===== src/sv/fsg_pkg.sv =====
// Shared types and constants for the falling-sand grid engine.
// No dependencies; compiled first.
package fsg_pkg;

    localparam int FLD_W  = 6;
    localparam int KIND_W = 2;

    typedef logic [1:0]        t_cell;
    typedef logic [KIND_W-1:0] t_kind;
    typedef logic [FLD_W-1:0]  t_coord;

    localparam t_cell CELL_EMPTY   = 2'd0;
    localparam t_cell CELL_WALL    = 2'd1;
    localparam t_cell CELL_SAND    = 2'd2;
    localparam t_cell CELL_ILLEGAL = 2'd3;

    localparam t_kind KIND_STEP  = 2'd0;
    localparam t_kind KIND_PAINT = 2'd1;
    localparam t_kind KIND_READ  = 2'd2;
    localparam t_kind KIND_NOP   = 2'd3;

    // datapath operation codes
    typedef logic [2:0] t_op;
    localparam t_op OP_IDLE  = 3'd0;
    localparam t_op OP_CLEAR = 3'd1;
    localparam t_op OP_STEP  = 3'd2;
    localparam t_op OP_PAINT = 3'd3;
    localparam t_op OP_READ  = 3'd4;
    localparam t_op OP_NOP   = 3'd5;

    typedef struct packed {
        logic   start;
        t_op    op;
        t_coord row;
        t_coord col;
        t_cell  paint_type;
    } t_cmd;

    typedef struct packed {
        logic  done;
        t_cell rd_cell;
    } t_sts;

endpackage


===== src/sv/fsg_ctrl.sv =====
// Controller: sequencing FSM, paint_type register and result register.
// Depends on fsg_pkg.
module fsg_ctrl import fsg_pkg::*; (
    input  logic   i_clk,
    input  logic   i_rst_n,
    input  logic   i_in_valid,
    output logic   o_in_ready,
    input  t_kind  i_in_kind,
    input  t_coord i_in_row,
    input  t_coord i_in_col,
    output logic   o_out_valid,
    input  logic   i_out_ready,
    output t_cell  o_out_cell,
    output t_kind  o_out_kind,
    input  logic   i_cfg_wr_en,
    input  t_cell  i_cfg_wr_data,
    output t_cmd   o_cmd,
    input  t_sts   i_sts
);

    localparam logic [2:0] ST_INIT  = 3'd0;
    localparam logic [2:0] ST_CLEAR = 3'd1;
    localparam logic [2:0] ST_IDLE  = 3'd2;
    localparam logic [2:0] ST_BUSY  = 3'd3;
    localparam logic [2:0] ST_HOLD  = 3'd4;

    logic [2:0] r_state, n_state;
    t_cell      r_paint_type;
    t_kind      r_kind;
    t_cell      r_res;
    logic       r_out_vld;
    t_cell      r_out_cell;
    t_kind      r_out_kind;

    logic  accept;
    logic  out_free;
    logic  load_out;
    t_cell res_cell;
    t_op   op_sel;

    assign o_in_ready = (r_state == ST_IDLE);
    assign accept     = i_in_valid && o_in_ready;
    assign out_free   = !r_out_vld || i_out_ready;

    always_comb begin
        case (i_in_kind)
            KIND_STEP:  op_sel = OP_STEP;
            KIND_PAINT: op_sel = OP_PAINT;
            KIND_READ:  op_sel = OP_READ;
            default:    op_sel = OP_NOP;
        endcase
    end

    always_comb begin
        o_cmd.start      = accept || (r_state == ST_INIT);
        o_cmd.op         = (r_state == ST_INIT) ? OP_CLEAR : op_sel;
        o_cmd.row        = i_in_row;
        o_cmd.col        = i_in_col;
        o_cmd.paint_type = r_paint_type;
    end

    // result cell is only meaningful for reads
    assign res_cell = (r_state == ST_HOLD) ? r_res :
                      ((r_kind == KIND_READ) ? i_sts.rd_cell : CELL_EMPTY);

    always_comb begin
        n_state  = r_state;
        load_out = 1'b0;
        case (r_state)
            ST_INIT:  n_state = ST_CLEAR;
            ST_CLEAR: if (i_sts.done) begin
                n_state = ST_IDLE;
            end
            ST_IDLE:  if (accept) begin
                n_state = ST_BUSY;
            end
            ST_BUSY:  if (i_sts.done) begin
                if (out_free) begin
                    load_out = 1'b1;
                    n_state  = ST_IDLE;
                end else begin
                    n_state = ST_HOLD;
                end
            end
            ST_HOLD:  if (out_free) begin
                load_out = 1'b1;
                n_state  = ST_IDLE;
            end
            default:  n_state = ST_INIT;
        endcase
    end

    always_ff @(posedge i_clk) begin
        if (!i_rst_n) begin
            r_state      <= ST_INIT;
            r_paint_type <= CELL_SAND;
            r_out_vld    <= 1'b0;
        end else begin
            r_state <= n_state;
            if (i_cfg_wr_en) begin
                r_paint_type <= i_cfg_wr_data;
            end
            if (load_out) begin
                r_out_vld <= 1'b1;
            end else if (i_out_ready) begin
                r_out_vld <= 1'b0;
            end
        end
    end

    always_ff @(posedge i_clk) begin
        if (accept) begin
            r_kind <= i_in_kind;
        end
        if (r_state == ST_BUSY && i_sts.done) begin
            r_res <= res_cell;
        end
        if (load_out) begin
            r_out_cell <= res_cell;
            r_out_kind <= r_kind;
        end
    end

    assign o_out_valid = r_out_vld;
    assign o_out_cell  = r_out_cell;
    assign o_out_kind  = r_out_kind;

endmodule


===== config.mk =====
export PLATFORM = sky130hd
export DESIGN_NAME = fsg_ctrl
export DESIGN_NICKNAME = d
export VERILOG_FILES = /design/src/sv/fsg_pkg.sv /design/src/sv/fsg_ctrl.sv
export SDC_FILE = /design/constraint.sdc
export NUM_CORES = 1
export LEC_CHECK = 0
export ABC_AREA = 0
export BUFFER_PORTS_ARGS = -buffer_cell sky130_fd_sc_hd__buf_4
export CAP_MARGIN = 20
export CORE_MARGIN = 2
export CORE_UTILIZATION = 42
export CTS_BUF_LIST = sky130_fd_sc_hd__clkbuf_16
export DETAILED_ROUTE_END_ITERATION = 8
export PLACE_DENSITY_LB_ADDON = 0.15
export SLEW_MARGIN = 20
export SYNTH_ARGS = -nofsm -noshare
export SYNTH_HDL_FRONTEND = slang
export SYNTH_SLANG_ARGS = --single-unit

===== constraint.sdc =====
create_clock -name i_clk -period 4.29 [get_ports i_clk]
set_input_delay 0.858 -clock i_clk [delete_from_list [all_inputs] [get_ports i_clk]]
set_output_delay 0.858 -clock i_clk [all_outputs]
set_load 0.005 [all_outputs]

==> impl_metrics.tcl <==
set metrics [dict create \
    timing.critical_path.mode_cell "sky130_fd_sc_hd__buf_4" \
    dpl.hpwl_um 900 \
    worst-slew-pin-transition_ns 0.371 \
    floorplan.die_area_um2 1990 \
    cp-end-kind "output port" \
    ctsLongestPathBuffers 2 \
    number_of_hold_violations_in_the_final_report 0 \
    critical_path.max_stage_delay_ns 0.28 \
    skew_ns 0.00302 \
    post_synth.cell_area_avg_um2 11.3 \
    pin_count 48 \
    hold-path-endpoint "o_out_kind[0]" \
    synthDominantAreaCellType "sky130_fd_sc_hd__edfxtp_1" \
    hold_path.class "reg2reg" \
    post-route-min-period_ns 2.24 \
    hold_buffers 0 \
    synth_top_family_by_area "simple AND/OR/NAND/NOR gates" \
    placementRows 14 \
    cts_sinks 14 \
    post_cts_setup_repair_bufs 0 \
    drc 0 \
    power.leakage_uw 0.000355 \
    synth_nets 85 \
    worstReg2RegEnd "o_out_kind[0]" \
    grt_setup_unrepaired "no" \
    grt_start_max_net_pins 11 \
    path_class "in2out" \
    crit_share_post_route 0.523 \
    n_antenna_cell 0 \
    ctsResizeCount 0 \
    route.detailed.vias_per_inst 5.37 \
    startpoint_type "primary input" \
    postRouteAntennaNets 0 \
    async_reset_ff_frac 0 \
    layout.cells.most_common "sky130_fd_sc_hd__buf_4" \
    port-buffer-count 23 \
    routedWlPerCell_um 13.0 \
    total_power_uw 355 \
    critical-path-top-delay-family "simple AND/OR/NAND/NOR gates" \
    layout-area-overhead-vs-synth_pct 23.5 \
    synth_enable_flop_cells 8 \
    synth-simple-area-share 0.215 \
    insertion_delay_to_the_later_sink_of_the_worst_skew_pair_ns 0.24 \
    nFillCells 138 \
    routed_wl_um 1170 \
    first_drt_pass_iteration_count 2 \
    globalRouteTotalUtil 0.137 \
    route.vias.total 483 \
    worstReg2RegStart "r_state[2]" \
    setup-tns-final_ns 0 \
    total_number_of_yosys_warnings 0 \
    globalRoute.totalOverflow 0 \
    cp_cell_sequence "buf_4 > or2_2 > buf_4" \
    setup_viol_count_final 0 \
    synthAdderAreaFrac 0 \
    h-tree-depth 1 \
    worst_setup_hold_path_clk_slew_ns 0.04 \
    ys_top_cells_by_area "sky130_fd_sc_hd__edfxtp_1 35%, sky130_fd_sc_hd__dfxtp_1 17%, sky130_fd_sc_hd__buf_4 14%, sky130_fd_sc_hd__nor2b_1 4.5%, sky130_fd_sc_hd__mux2i_1 2.9%" \
    critical_path.max_fanout 2 \
    maxSlewViolCount 0 \
    slew_headroom 0.752 \
    maxCapViolCount 0 \
    layout.cells.most_common_list "23 x sky130_fd_sc_hd__buf_4, 8 x sky130_fd_sc_hd__edfxtp_1, 6 x sky130_fd_sc_hd__dfxtp_1" \
    synth_top_flop_cell "sky130_fd_sc_hd__edfxtp_1" \
    gp_congestion 0.666 \
    max_freq_mhz 446 \
    core_footprint_um2 1520 \
    initial_core_util 0.454 \
    final_net_count 99 \
    whs_path_depth 0 \
    ctsRootBufferMaster "sky130_fd_sc_hd__clkbuf_16" \
    critical_path.n_buffers_inverters 2 \
    grt_first_pass_wirelength_um 1990 \
    yosys.area.top_type_share 0.347 \
    syn_area_um2 692 \
    synth.distinct_cells 25 \
    worst_hold_startpoint "r_kind[0]" \
    drt_iter0_markers 5 \
    synthXorXnorAreaFrac 0 \
    status "completed" \
    worst-endpoint-arrival_ns 1.39 \
    synth_sequential_area_ratio 0.521 \
    post_synth_mux_area_share 0.0289 \
    postSynthCellCount 61 \
    numCtsBuffers 3 \
    synth_seq_cells 14 \
    floorplan.die.height_um 44.6 \
    die_width_um 44.6 \
    cp_slowest_cell "sky130_fd_sc_hd__or2_2" \
    tritoncts "yes" \
    synth_compound_area_frac 0.0723 \
    post_route_cells_drive_above_1_share 0.405 \
    worst-r2r-setup-slack_ns 2.60 \
    cp.depth 3 \
    power-per-cell-area_nw_per_um2 415 \
    vdd.ir_drop.worst_uv 228 \
    crit_required_ns 3.43 \
    via_count_of_the_first_global_routing_pass 465 \
    antenna_found_initial 0 \
    rr_worst_depth 3 \
]
==> sequential cells by signal, indices dropped and copies added, names as in the netlist <==
signal        flops
o_out_kind        2
r_res             2
r_paint_type      2
r_kind            2
o_out_cell        2
r_state           3
o_out_valid       1
==> power breakdown <==
group | switching (uW) | internal [uW]
Combinational | 10.6 | 19.1
Clock | 51.1 | 123
Sequential | 4.87 | 146
Total | 66.5 | 288
==> per-layer routing <==
layer | vias to the layer above | GRT usage | part of all wire
li1 | 230 | - | -
met1 | 223 | 0.159 | 0.43
met2 | 24 | 0.223 | 0.47
met3 | 6 | 0.0408 | 0.085
met4 | 0 | 0.0788 | 0.010
met5 | - | 0 | 0
==> cell families (layout without fill, tap and decap cells) <==
logic type,after synthesis,after routing
mux,2,2
flops,14,14
compound gates,7,7
buf+inv,15,28
simple gates,23,23
==> worst max-delay path by stage <==
stage,from,endpoint,slack [ns]
after floorplan,i_in_kind[0],o_cmd[14],2.29
after global placement,i_in_kind[0],o_cmd[14],2.05
after detailed placement,i_in_kind[0],o_cmd[14],2.04
after CTS,i_in_kind[0],o_cmd[14],2.04
after global routing,i_in_kind[0],o_cmd[14],2.04
final,i_in_kind[0],o_cmd[14],2.05
==> per-stage QoR <==
step                setup WS (ns)  utilization  hold slack (ns)  std cells  area (um^2)
floorplan                    2.29            -            0.431         61          692
global placement             2.05        0.509            0.448         86          776
detailed placement           2.04        0.509            0.458         86          776
CTS                          2.04        0.561            0.469         90          855
global route                 2.04        0.561            0.478         90          855
finish                       2.05        0.561            0.464         90          855
==> cells in the mapped netlist, drive strengths merged, types with 2 or more instances <==
cell	instances
buf	14
nand3b	2
nor3	2
edfxtp	8
nor2	2
nor2b	5
or2	2
o21ai	3
nor3b	2
dfxtp	6
nand2	3
mux2i	2
==> area by class of cell <==
class                           count  area [um^2]  area share
Clock inverter                      1         3.75     0.00439
Multi-Input combinational cell     32          219       0.256
Sequential cell                    14          360       0.422
Timing Repair Buffer               23          173       0.202
Clock buffer                        3         75.1      0.0878
Tap cell                           16         20.0      0.0234
Inverter                            1         3.75     0.00439
No activity file was read; power rests on OpenSTA's default activity.
